--- config.mk ---
export PLATFORM = sky130hd
export DESIGN_NAME = delimited_frame_receiver
export DESIGN_NICKNAME = d
export VERILOG_FILES = /design/src/hdl/dfr_pkg.sv /design/src/hdl/delimited_frame_receiver.sv
export VERILOG_INCLUDE_DIRS = /design/src /design/src/hdl
export SDC_FILE = /design/constraint.sdc
export NUM_CORES = 1
export LEC_CHECK = 0
export BUFFER_PORTS_ARGS = -buffer_cell sky130_fd_sc_hd__buf_4
export CAP_MARGIN = 20
export CORE_MARGIN = 2
export CORE_UTILIZATION = 45
export DETAILED_ROUTE_END_ITERATION = 16
export GPL_TIMING_DRIVEN = 1
export SYNTH_ARGS = -nofsm -noshare
export SYNTH_HDL_FRONTEND = slang
export SYNTH_SLANG_ARGS = --single-unit
export TNS_END_PERCENT = 30
--- constraint.sdc ---
create_clock -name clk -period 6.8 [get_ports clk]
set_clock_uncertainty 0.2 [all_clocks]
set_input_delay 0.34 -clock clk [delete_from_list [all_inputs] [get_ports clk]]
set_output_delay 0.34 -clock clk [all_outputs]
set_load 0.02 [all_outputs]
--- src/hdl/delimited_frame_receiver_assert.svh ---
// Assertion macros for the delimited frame receiver.
// Used only by the top level; the macros expect clk and rst_n in scope.
`ifndef DELIMITED_FRAME_RECEIVER_ASSERT_SVH
`define DELIMITED_FRAME_RECEIVER_ASSERT_SVH
`ifndef SYNTHESIS
`define DFR_ASSERT_SAME(label, ante, cons, msg) \
    label: assert property (@(posedge clk) disable iff (!rst_n) (ante) |-> (cons)) \
        else $error(msg);
`define DFR_ASSERT_NEXT(label, ante, cons, msg) \
    label: assert property (@(posedge clk) disable iff (!rst_n) (ante) |=> (cons)) \
        else $error(msg);
`else
`define DFR_ASSERT_SAME(label, ante, cons, msg)
`define DFR_ASSERT_NEXT(label, ante, cons, msg)
`endif
`endif

--- src/hdl/dfr_pkg.sv ---
// Shared types and constants for the delimited frame receiver.
// No dependencies.
package dfr_pkg;

    // configuration register indexes
    localparam logic [1:0] CFG_START_BYTE = 2'd0;
    localparam logic [1:0] CFG_END_BYTE   = 2'd1;
    localparam logic [1:0] CFG_VERSION    = 2'd2;

    localparam logic [7:0] START_BYTE_RST = 8'hAA;
    localparam logic [7:0] END_BYTE_RST   = 8'h55;
    localparam logic [7:0] VERSION_RST    = 8'h01;

    // frame layout: 3 start + version + 2 length, then 2 sum + 3 end
    localparam int unsigned HDR_LEN  = 6;
    localparam int unsigned TAIL_LEN = 5;

    typedef enum logic [2:0] {
        ST_OK       = 3'd0,
        ST_SUM_ERR  = 3'd1,
        ST_LEN_ERR  = 3'd2,
        ST_VER_ERR  = 3'd3,
        ST_OVERFLOW = 3'd4
    } status_t;

    typedef enum logic {
        KIND_PAYLOAD = 1'b0,
        KIND_STATUS  = 1'b1
    } kind_t;

    typedef enum logic {
        RX_HUNT  = 1'b0,
        RX_FRAME = 1'b1
    } rx_state_t;

    typedef struct packed {
        kind_t       kind;
        logic [7:0]  payload;
        status_t     status;
        logic [15:0] length;
    } result_t;

endpackage

--- src/hdl/delimited_frame_receiver.sv ---
// Delimited frame receiver: byte-stream deframer with a subtractive 16-bit sum check.
// Depends on dfr_pkg and delimited_frame_receiver_assert.svh.
//
// Usage:
//   s_* takes one received byte per word (s_tdata[7:0]). Bytes are dropped until
//   three start bytes arrive in a row; then version, 16-bit LE length, payload,
//   16-bit LE sum and three end bytes follow.
//   m_* gives one word per payload byte (m_tuser = 0) and one status word at
//   frame end or on overflow (m_tuser = 1). Header, sum and delimiter bytes
//   give no word.
//   cfg_we/cfg_addr/cfg_wdata write start byte, end byte and expected version;
//   write only while no word is in flight.
// Timing: one byte is accepted every cycle while s_tready is high; its result word
//   is registered in the output register, or in the skid entry while that is held.
//   The skid entry lets the input keep flowing after m_tready drops until a second
//   word is waiting; s_tready falls only once the skid entry is occupied.
// Reset: clears the frame state, empties the output and restores the register
//   defaults (start 0xAA, end 0x55, version 1). No clearing pass is needed.
module delimited_frame_receiver #(
    parameter int MAX_PAYLOAD = 1024
) (
    input  logic        clk,
    input  logic        rst_n,
    // input stream
    input  logic        s_tvalid,
    output logic        s_tready,
    input  logic [7:0]  s_tdata,    // [7:0] rx_byte
    // output stream
    output logic        m_tvalid,
    input  logic        m_tready,
    output logic [31:0] m_tdata,    // [7:0] payload_byte, [10:8] frame_status,
                                    // [26:11] declared_length, [31:27] zero
    output logic        m_tuser,    // [0] item_kind
    // configuration
    input  logic        cfg_we,
    input  logic [1:0]  cfg_addr,
    input  logic [7:0]  cfg_wdata
);

    localparam int POS_W = $clog2(MAX_PAYLOAD + 12);
    localparam int CW    = ((POS_W > 17) ? POS_W : 17) + 1;
    localparam logic [POS_W-1:0] POS_LIMIT = POS_W'(MAX_PAYLOAD + 11);
    localparam logic [CW-1:0]    C_HDR     = CW'(dfr_pkg::HDR_LEN);
    localparam logic [CW-1:0]    C_FULL    = CW'(dfr_pkg::HDR_LEN + dfr_pkg::TAIL_LEN);

    // configuration registers
    logic [7:0] start_byte_reg, end_byte_reg, version_exp_reg;

    always_ff @(posedge clk or negedge rst_n)
    begin
        if (!rst_n)
        begin
            start_byte_reg  <= dfr_pkg::START_BYTE_RST;
            end_byte_reg    <= dfr_pkg::END_BYTE_RST;
            version_exp_reg <= dfr_pkg::VERSION_RST;
        end
        else if (cfg_we)
        begin
            unique case (cfg_addr)
                dfr_pkg::CFG_START_BYTE: start_byte_reg  <= cfg_wdata;
                dfr_pkg::CFG_END_BYTE:   end_byte_reg    <= cfg_wdata;
                dfr_pkg::CFG_VERSION:    version_exp_reg <= cfg_wdata;
                default: ;
            endcase
        end
    end

    // frame state
    dfr_pkg::rx_state_t state_reg, state_next;
    logic [1:0]       start_run_reg, start_run_next;
    logic [1:0]       end_run_reg, end_run_next;
    logic [POS_W-1:0] pos_reg, pos_next;
    logic [15:0]      len_reg, len_next;
    logic [7:0]       ver_reg, ver_next;
    logic [15:0]      rsum_reg, rsum_next;
    logic [15:0]      rcv_reg, rcv_next;

    logic             accept;
    logic             start_done;
    logic             frame_close;
    logic             res_valid;
    dfr_pkg::result_t res;

    logic [7:0]    b;
    logic [CW-1:0] p_ext, total, sum_end, sum_end_j;
    logic [15:0]   sub_val;

    assign b      = s_tdata;
    assign accept = s_tvalid && s_tready;

    always_comb
    begin
        state_next = state_reg;
        unique case (state_reg)
            dfr_pkg::RX_HUNT:  if (accept && start_done) state_next = dfr_pkg::RX_FRAME;
            dfr_pkg::RX_FRAME: if (accept && frame_close) state_next = dfr_pkg::RX_HUNT;
            default:           state_next = dfr_pkg::RX_HUNT;
        endcase
    end

    always_comb
    begin
        start_run_next = start_run_reg;
        end_run_next   = end_run_reg;
        pos_next       = pos_reg;
        len_next       = len_reg;
        ver_next       = ver_reg;
        rsum_next      = rsum_reg;
        rcv_next       = rcv_reg;
        start_done     = 1'b0;
        frame_close    = 1'b0;
        res_valid      = 1'b0;
        res.kind       = dfr_pkg::KIND_PAYLOAD;
        res.payload    = 8'h00;
        res.status     = dfr_pkg::ST_OK;
        res.length     = len_reg;

        p_ext     = CW'(pos_reg);
        total     = p_ext + CW'(1);
        sum_end   = C_HDR + CW'(len_reg);
        sum_end_j = sum_end;
        sub_val   = {8'h00, b};

        if (accept)
        begin
            if (state_reg == dfr_pkg::RX_HUNT)
            begin
                if (b == start_byte_reg)
                begin
                    if (start_run_reg == 2'd2)
                    begin
                        start_done     = 1'b1;
                        start_run_next = 2'd0;
                        end_run_next   = 2'd0;
                        pos_next       = POS_W'(3);
                        len_next       = 16'h0000;
                        ver_next       = 8'h00;
                        rcv_next       = 16'h0000;
                        // delimiter bytes land as low, high, low
                        rsum_next      = 16'h0000 - {b, b} - {8'h00, b};
                    end
                    else
                    begin
                        start_run_next = start_run_reg + 2'd1;
                    end
                end
                else
                begin
                    start_run_next = 2'd0;
                end
            end
            else if (pos_reg >= POS_LIMIT)
            begin
                frame_close    = 1'b1;
                start_run_next = 2'd0;
                end_run_next   = 2'd0;
                res_valid      = 1'b1;
                res.kind       = dfr_pkg::KIND_STATUS;
                res.status     = dfr_pkg::ST_OVERFLOW;
            end
            else
            begin
                if (p_ext < C_HDR || p_ext < sum_end)
                begin
                    if (pos_reg[0])
                        sub_val = {b, 8'h00};
                    else if (p_ext >= C_HDR && total == sum_end)
                        sub_val = {b, 8'h00};   // odd last byte counts high
                    rsum_next = rsum_reg - sub_val;
                end
                else if (p_ext == sum_end)
                    rcv_next = {8'h00, b};
                else if (p_ext == sum_end + CW'(1))
                    rcv_next = {b, rcv_reg[7:0]};

                if (pos_reg == POS_W'(3))
                    ver_next = b;
                else if (pos_reg == POS_W'(4))
                    len_next = {8'h00, b};
                else if (pos_reg == POS_W'(5))
                    len_next = {b, len_reg[7:0]};

                if (b == end_byte_reg)
                    end_run_next = (end_run_reg == 2'd3) ? end_run_reg : end_run_reg + 2'd1;
                else
                    end_run_next = 2'd0;
                pos_next = pos_reg + POS_W'(1);

                sum_end_j  = C_HDR + CW'(len_next);
                res.length = len_next;

                if (end_run_next == 2'd3)
                begin
                    frame_close    = 1'b1;
                    start_run_next = 2'd0;
                    end_run_next   = 2'd0;
                    res_valid      = 1'b1;
                    res.kind       = dfr_pkg::KIND_STATUS;
                    if (total < C_HDR + CW'(2))
                        res.status = dfr_pkg::ST_LEN_ERR;
                    else if (total < sum_end_j + CW'(2))
                        res.status = dfr_pkg::ST_SUM_ERR;
                    else if (rsum_next != rcv_next)
                        res.status = dfr_pkg::ST_SUM_ERR;
                    else if (total != CW'(len_next) + C_FULL)
                        res.status = dfr_pkg::ST_LEN_ERR;
                    else if (ver_next != version_exp_reg)
                        res.status = dfr_pkg::ST_VER_ERR;
                    else
                        res.status = dfr_pkg::ST_OK;
                end
                else if (p_ext >= C_HDR && p_ext < sum_end)
                begin
                    res_valid   = 1'b1;
                    res.payload = b;
                end
            end
        end
    end

    always_ff @(posedge clk or negedge rst_n)
    begin
        if (!rst_n)
        begin
            state_reg     <= dfr_pkg::RX_HUNT;
            start_run_reg <= 2'd0;
            end_run_reg   <= 2'd0;
            pos_reg       <= '0;
            len_reg       <= 16'h0000;
            ver_reg       <= 8'h00;
            rsum_reg      <= 16'h0000;
            rcv_reg       <= 16'h0000;
        end
        else
        begin
            state_reg     <= state_next;
            start_run_reg <= start_run_next;
            end_run_reg   <= end_run_next;
            pos_reg       <= pos_next;
            len_reg       <= len_next;
            ver_reg       <= ver_next;
            rsum_reg      <= rsum_next;
            rcv_reg       <= rcv_next;
        end
    end

    // output register plus one skid entry
    logic             out_valid_reg, skid_valid_reg;
    dfr_pkg::result_t out_reg, skid_reg;
    logic             out_fire;

    assign out_fire = out_valid_reg && m_tready;
    assign s_tready = !skid_valid_reg;

    always_ff @(posedge clk or negedge rst_n)
    begin
        if (!rst_n)
        begin
            out_valid_reg  <= 1'b0;
            skid_valid_reg <= 1'b0;
        end
        else if (skid_valid_reg)
        begin
            if (out_fire)
            begin
                out_valid_reg  <= 1'b1;
                skid_valid_reg <= 1'b0;
            end
        end
        else if (res_valid)
        begin
            if (!out_valid_reg || out_fire)
                out_valid_reg <= 1'b1;
            else
                skid_valid_reg <= 1'b1;
        end
        else if (out_fire)
        begin
            out_valid_reg <= 1'b0;
        end
    end

    always_ff @(posedge clk)
    begin
        if (skid_valid_reg)
        begin
            if (out_fire)
                out_reg <= skid_reg;
        end
        else if (res_valid)
        begin
            if (!out_valid_reg || out_fire)
                out_reg <= res;
            else
                skid_reg <= res;
        end
    end

    assign m_tvalid = out_valid_reg;
    assign m_tuser  = out_reg.kind;
    assign m_tdata  = {5'b00000, out_reg.length, out_reg.status, out_reg.payload};

`include "delimited_frame_receiver_assert.svh"

    `DFR_ASSERT_SAME(a_skid_behind_out, skid_valid_reg, out_valid_reg,
                     "skid word without output word")
    `DFR_ASSERT_SAME(a_payload_status_ok, m_tvalid && !m_tuser, m_tdata[10:8] == 3'd0,
                     "payload word with nonzero status")
    `DFR_ASSERT_NEXT(a_status_ends_frame, res_valid && res.kind == dfr_pkg::KIND_STATUS,
                     state_reg == dfr_pkg::RX_HUNT, "status word did not return to hunting")
    `DFR_ASSERT_SAME(a_pos_bounded, state_reg == dfr_pkg::RX_FRAME, pos_reg <= POS_LIMIT,
                     "byte position past overflow limit")

endmodule
==> out/metrics.cfg, run 1 <==
[global_route]
grt_overflow = 0
antenna_found_initial = 0
grt_busiest_layer = met2
grt_pass1_vias = 9960
grt_util_met3 = 0.0304
grtUsageMet2 = 0.440
grt_max_degree = 61
grt_pass1_wl_um = 58000
grt_usage = 0.265
grt_use_met1 = 0.363

[yosys]
ys_seq_area_frac = 0.347
syn-cell-area_um2 = 12000
synth_cell_types = 96
synthDominantCellAreaShare = 0.186
dominantRegCellSynth = dfrtp_1
yosys_warnings = 0
avgSynthCellArea_um2 = 9.27
synth_edf_count = 56
yosysMostFrequentCell = nand2_1
synth_commonest_cells = 102 x nand2_1, 89 x dfrtp_1, 76 x xnor2_1
synth_cells = 1289
ys_ff_latch = 154
synthArstFlopShare = 0.636
netlist_top_cells_area = dfrtp_1 19%, edfxtp_1 14%, ha_1 6.5%
synth_area_leader_cell = dfrtp_1

[timing]
rsz0062_at_grt = false
period_needed_ps = 6370
max_slew_margin = 0.396
worst_pin_slew_ps = 906
hold_violations = 0
finalCritPeriodShare = 0.937
fmax_mhz = 157
setup_violations = 0
tns_ps = 0
slew_violations = 0
hold_slack_ps = 130

[worst_setup_path]
crit_end = m_tdata[8]$_DFFE_PP_
setup.worst_path.start = len_reg[5]$_DFFE_PN0P_
r2r_start = len_reg[5]$_DFFE_PN0P_
cp-end-kind = register
start_kind = register
cp_max_fo = 14
path_cells = o2111a_1 > xnor2_1 > xor3_1 > nor2_1 > nand4_1 > nor4b_4 > buf_4 > or2_2 > nor2_1 > ha_1 > fa_1 > nor2b_1 > o31a_1 > o21ai_0 > a221oi_1 > o21ai_0 > o31ai_1 > o22ai_1 > xor2_1 > nor4_1 > buf_4 > a31oi_1 > a21o_1
r2r_end = m_tdata[8]$_DFFE_PP_
crit_path_top_delay_cell = dfrtp_1
cp.required_ps = 6790
reg2reg_slack_ps = 430
r2r_cells = 23
critical_path_class = register to register
worstPathArrival_ps = 6360
critPathMaxStageDelay_ps = 670

[die]
core-area_um2 = 26100
io_pins = 58
num_rows = 59
die-area_um2 = 27900
die_h_um = 167
initial_utilization = 0.459
die_w_um = 167

[clocking]
clock_latency_ps = 440
tritoncts = yes
path_clk_slew_ps = 70
cts_htree_levels = 4
cts_max_path_buffers = 2
cts-root-buf = clkbuf_16
cts_inserted_buffers = 17
clock_sinks = 154

[cells_and_area]
drive_gt1_frac = 0.156
fin_util = 0.516
largest_register_ffs = 28
syn_to_final_growth_pct = 12.6
design_area_um2 = 13500
num-nets-final = 1417
diodes = 0

[drt]
ant_nets = 0
drt_iter0_drc = 879
drc_errors = 0
dr_total_vias = 10300
vias_per_cell = 6.13
wl_um = 36800
dr.pass1.iters = 7
post_drt_wl_per_cell_um = 21.9

[pwr]
p_leak_nw = 5.68
p_per_area_nw_per_um2 = 434
worst_ir_drop_vdd_mv = 0.265
finalPower_mw = 5.85

[min_path]
hp-class = input pin to register
min_from = s_tvalid

[placed_design]
place_congestion = 0.977
io_buffers = 52
dp_hpwl_um = 26900
dpl_cell_area_um2 = 12700

[status]
run_status = finished, final reports clean

[job]
cap_viol_max_count = 0

-- area by class of cell --
cell class                      instances  area [um2]
Sequential cell                       154        4150
Clock inverter                         14         176
Fill cell                            2452       12600
Timing Repair Buffer                  103         802
Multi-Input combinational cell       1001        7280
Tap cell                              335         419
Inverter                               54         203
Clock buffer                           18         429
-- metal layers --
layer / vias up / part of all wire
li1: 4833 / -
met1: 5023 / 0.45
met2: 368 / 0.47
met3: 67 / 0.054
met4: 0 / 0.027
met5: - / 0
-- stage by stage --
step	setup slack, ps	cells
6_report	426	1679
4_1_cts	231	1676
5_1_grt	48.0	1679
2_1_floorplan	838	1293
3_5_place_dp	252	1634
3_3_place_gp	381	1634
-- power breakdown --
group          internal (mW)  switching (mW)  leakage (nW)
registers               1.17           0.235          1.76
clock network          0.558           0.452         0.294
logic                   1.38            2.05          3.63
total                   3.11            2.74          5.68
-- timing repair --
item | 4_1_cts | 5_1_grt
buffers inserted | 0 | 2
setup endpoints to repair | 0 | 4
gates resized for setup | 0 | 5
endpoints found under the hold margin | 63 | 0
hold buffers | 10 | 0
-- placed cells by master (no fill, tap or decap), types with 15 or more instances in the layout --
cell type  instances
edfxtp_1          56
xor2_1            50
nand2_1          102
ha_1              62
dfrtp_1           87
o21ai_0           73
a31oi_1           16
a22o_1            28
o22ai_1           15
nor2_1            69
inv_1             51
nor3_1            29
nor4_1            27
clkbuf_16         17
a21oi_1           46
mux2_2            41
buf_4             92
mux2i_1           42
nand3_1           42
and2_1            19
xnor2_1           76
a21o_1            28
-- critical path, delay by kind of cell (launching register included) --
kind	cells	cell delay [ps]
buf+inv	2	380
fa+ha+maj	2	630
xor+xnor	3	860
flops	1	670
simple gates	7	1360
compound gates	9	2020
-- worst min path at each step --
stage               depth (start not counted)  slack [ps]                      endpoint
floorplan                                   0        -160   end_byte_reg[1]$_DFFE_PN0P_
global placement                            1         180        len_reg[0]$_DFFE_PN0P_
detailed placement                          1         180        len_reg[0]$_DFFE_PN0P_
CTS                                         4         120  start_run_reg[1]$_DFFE_PN0P_
global route                                4         150           state_reg$_DFF_PN0_
finish                                      4         130  start_run_reg[1]$_DFFE_PN0P_
-- logic make-up (layout without fill, tap and decap cells) --
| group | Yosys count | after routing | synth area share |
|---|---|---|---|
| buffers and inverters | 138 | 189 | 0.0484 |
| and+or+nand+nor | 396 | 396 | 0.176 |
| DFF | 154 | 154 | 0.347 |
| xor gates and xnor gates | 131 | 131 | 0.101 |
| adders and majority gates | 63 | 63 | 0.0666 |
| AOI/OAI and AO/OA | 321 | 321 | 0.185 |
| muxes | 85 | 85 | 0.0759 |
| other | 1 | 5 | 0.000314 |
No activity file was read; power rests on OpenSTA's default activity.
==> run 2, diff against run 1 <==
--- a/config.mk
+++ b/config.mk
@@ -6,12 +6,14 @@
 export SDC_FILE = /design/constraint.sdc
 export NUM_CORES = 1
 export LEC_CHECK = 0
-export BUFFER_PORTS_ARGS = -buffer_cell sky130_fd_sc_hd__buf_4
+export BUFFER_PORTS_ARGS = -buffer_cell sky130_fd_sc_hd__buf_2
 export CAP_MARGIN = 20
 export CORE_MARGIN = 2
 export CORE_UTILIZATION = 45
+export CTS_CLUSTER_SIZE = 28
 export DETAILED_ROUTE_END_ITERATION = 16
 export GPL_TIMING_DRIVEN = 1
+export SLEW_MARGIN = 10
 export SYNTH_ARGS = -nofsm -noshare
 export SYNTH_HDL_FRONTEND = slang
 export SYNTH_SLANG_ARGS = --single-unit
==> run 2 against run 1 <==
- via count up 0.32%
- wire length up 2.2%
- count of clock-buffer cells in the layout down 1
- core utilization down 0.52 points
- clock power down 4%
- first-iteration DRC count up 17%
- critical endpoint unchanged
- highest routed layer unchanged
==> out/metrics.cfg, run 2 (same netlist as run 1, synthesis figures left out) <==
[timing]
fmax_mhz = 159  ; +1.6%
tns_ps = 0  ; unchanged
layout_setup_ws_ps = 529  ; +103 ps
period_needed_ps = 6270  ; -103 ps
worst_pin_slew_ps = 962  ; +56.2 ps
finalCritPeriodShare = 0.922  ; -0.0152
hold_violations = 0  ; unchanged
max_slew_margin = 0.340  ; -0.0558
slew_violations = 0  ; unchanged
rsz0062_at_grt = false
setup_violations = 0  ; unchanged

[min_path]
hp-class = input pin to register
min_delay_path_depth = 4  ; unchanged

[die]
core-area_um2 = 26100  ; unchanged
initial_utilization = 0.459  ; unchanged
die_h_um = 167  ; unchanged
io_pins = 58  ; unchanged
die-area_um2 = 27900  ; unchanged
num_rows = 59  ; unchanged
die_w_um = 167  ; unchanged

[placed_design]
dp_hpwl_um = 27600  ; +2.5%
io_buffers = 52  ; unchanged
place_congestion = 0.965  ; -1.2%
dpl_worst_slack_ps = 189  ; -62.9 ps

[pwr]
p_per_area_nw_per_um2 = 435  ; about the same
comb_power_share = 0.593  ; +0.006
power.internal_mw = 3.02  ; -3.0%
clkPwrFrac = 0.167  ; -0.006
swShare = 0.479  ; +0.0112
switchingPower_mw = 2.78  ; +1.5%
p_leak_nw = 5.64  ; -0.76%
worst_ir_drop_vdd_mv = 0.293  ; +11%
p_seq_frac = 0.241  ; about the same

[global_route]
grt_max_degree = 59  ; -3.3%
grt_use_met1 = 0.370  ; +0.00731
grt_util_met3 = 0.0390  ; +0.00856
grt_pass1_vias = 10000  ; +0.62%
grt_usage = 0.269  ; +0.00372
grt_busiest_layer = met2
grt_pass1_wl_um = 58400  ; +0.76%
grtUsageMet2 = 0.434  ; -0.00608
antenna_found_initial = 0  ; unchanged
grt_overflow = 0  ; unchanged

[worst_setup_path]
cp.required_ps = 6790  ; about the same
cp_max_fo = 11  ; -3
cp-end-kind = register
worstPathArrival_ps = 6260  ; -100 ps
r2r_cells = 22  ; -4.3%
start_kind = register
critical_path_class = register to register

[cells_and_area]
diodes = 0  ; unchanged
num-nets-final = 1418  ; +0.071%
drive_gt1_frac = 0.158  ; +0.00211
syn_to_final_growth_pct = 11.5
final_cell_mix = 102 x nand2_1, 88 x dfrtp_1, 76 x xnor2_1
final_common_cell = nand2_1
largest_register_ffs = 28  ; unchanged
fin_util = 0.511  ; -0.00519

[clocking]
path_clk_slew_ps = 80  ; about the same
cts_htree_levels = 4  ; unchanged
clock_latency_ps = 440  ; about the same
tritoncts = yes
cts_inserted_buffers = 17  ; unchanged
cts-root-buf = clkbuf_16
post_cts_buffers = 0  ; unchanged
cts_max_path_buffers = 2  ; unchanged
clock_sinks = 154  ; unchanged

[drt]
post_drt_wl_per_cell_um = 22.4  ; +2.1%
ant_nets = 0  ; unchanged
dr.pass1.iters = 5  ; -2
dr_total_vias = 10300  ; +0.32%
vias_per_cell = 6.15  ; +0.26%
drc_errors = 0  ; unchanged
drt_iter0_drc = 1031  ; +17%
wl_um = 37600  ; +2.2%

[job]
cap_viol_max_count = 0  ; unchanged

[status]
run_status = finished, final reports clean

-- run 2: cell count changes in the layout (fill, tap and decap cells not counted), sizes merged --
| cell | previous run | this run |
|---|---|---|
| clkbuf | 18 | 17 |
| bufinv | 2 | 0 |
| buf | 93 | 94 |
| inv | 62 | 65 |
-- run 2: routing by layer --
metal | wire [um] | up-vias
met3 | 1980 | 74
met5 | 0 | -
met2 | 17400 | 342
met1 | 17000 | 5065
li1 | - | 4843
met4 | 1160 | 0
-- run 2: layout make-up --
class	count	area, um2
tap	335	419
clock buffer	17	425
inverter	54	203
fill	2419	12700
clock inverter	15	155
sequential	154	4150
timing repair buffer	104	678
multi-input combinational	1001	7300
-- run 2: power groups by stage --
stage | logic [mW] | clock network (mW) | registers [mW]
floorplan | 2.50 | 0 | 1.32
global placement | 3.34 | 0 | 1.40
detailed placement | 3.35 | 0 | 1.40
CTS | 3.38 | 0.981 | 1.39
global route | 3.76 | 1.02 | 1.42
finish | 3.43 | 0.966 | 1.39
-- run 2: what timing repair did --
| item | CTS | global route |
|---|---|---|
| endpoints found under the setup margin | 0 | 4 |
| hold endpoints to repair | 65 | 0 |
| gates resized for setup | 0 | 7 |
| hold buffers | 10 | 0 |
-- run 2: stage by stage --
stage | power, mW | instance area, um2 | std cells | hold slack (ps)
after global placement | 4.74 | 12600 | 1636 | 198
final | 5.79 | 13300 | 1680 | 130
after floorplan | 3.82 | 12000 | 1293 | -156
after CTS | 5.74 | 13300 | 1678 | 107
after global routing | 6.19 | 13300 | 1680 | 118
after detailed placement | 4.76 | 12600 | 1636 | 203
-- run 2: worst paths after layout --
| path | from | endpoint | slack, ps |
|---|---|---|---|
| setup reg to reg | len_reg[1]$_DFFE_PN0P_ | m_tdata[8]$_DFFE_PP_ | 530 |
| min in group asynchronous | rst_n | len_reg[1]$_DFFE_PN0P_ | 260 |
| setup / recovery | len_reg[1]$_DFFE_PN0P_ | m_tdata[8]$_DFFE_PP_ | 530 |
| max in group asynchronous | rst_n | pos_reg[4]$_DFFE_PN0P_ | 4900 |
| hold reg to reg | rcv_reg[8]$_DFFE_PN0P_ | rcv_reg[8]$_DFFE_PN0P_ | 290 |
| hold / removal | s_tvalid | state_reg$_DFF_PN0_ | 130 |
-- run 2: worst max-delay path: stages (launching register included) --
cell,delay (ps)
dfrtp_1,380
buf_4,190
o2111a_1,350
xnor2_1,360
xor3_1,380
nor2_1,100
nand4_1,170
nor4b_4,400
or2_2,310
nor2_1,100
ha_1,220
nor2b_1,110
o21ai_0,100
a21boi_1,410
o311ai_1,220
a31oi_1,490
nor3_1,130
a221o_1,300
nor4_1,350
xnor2_1,220
and4_1,250
a31oi_1,100
a21o_1,160
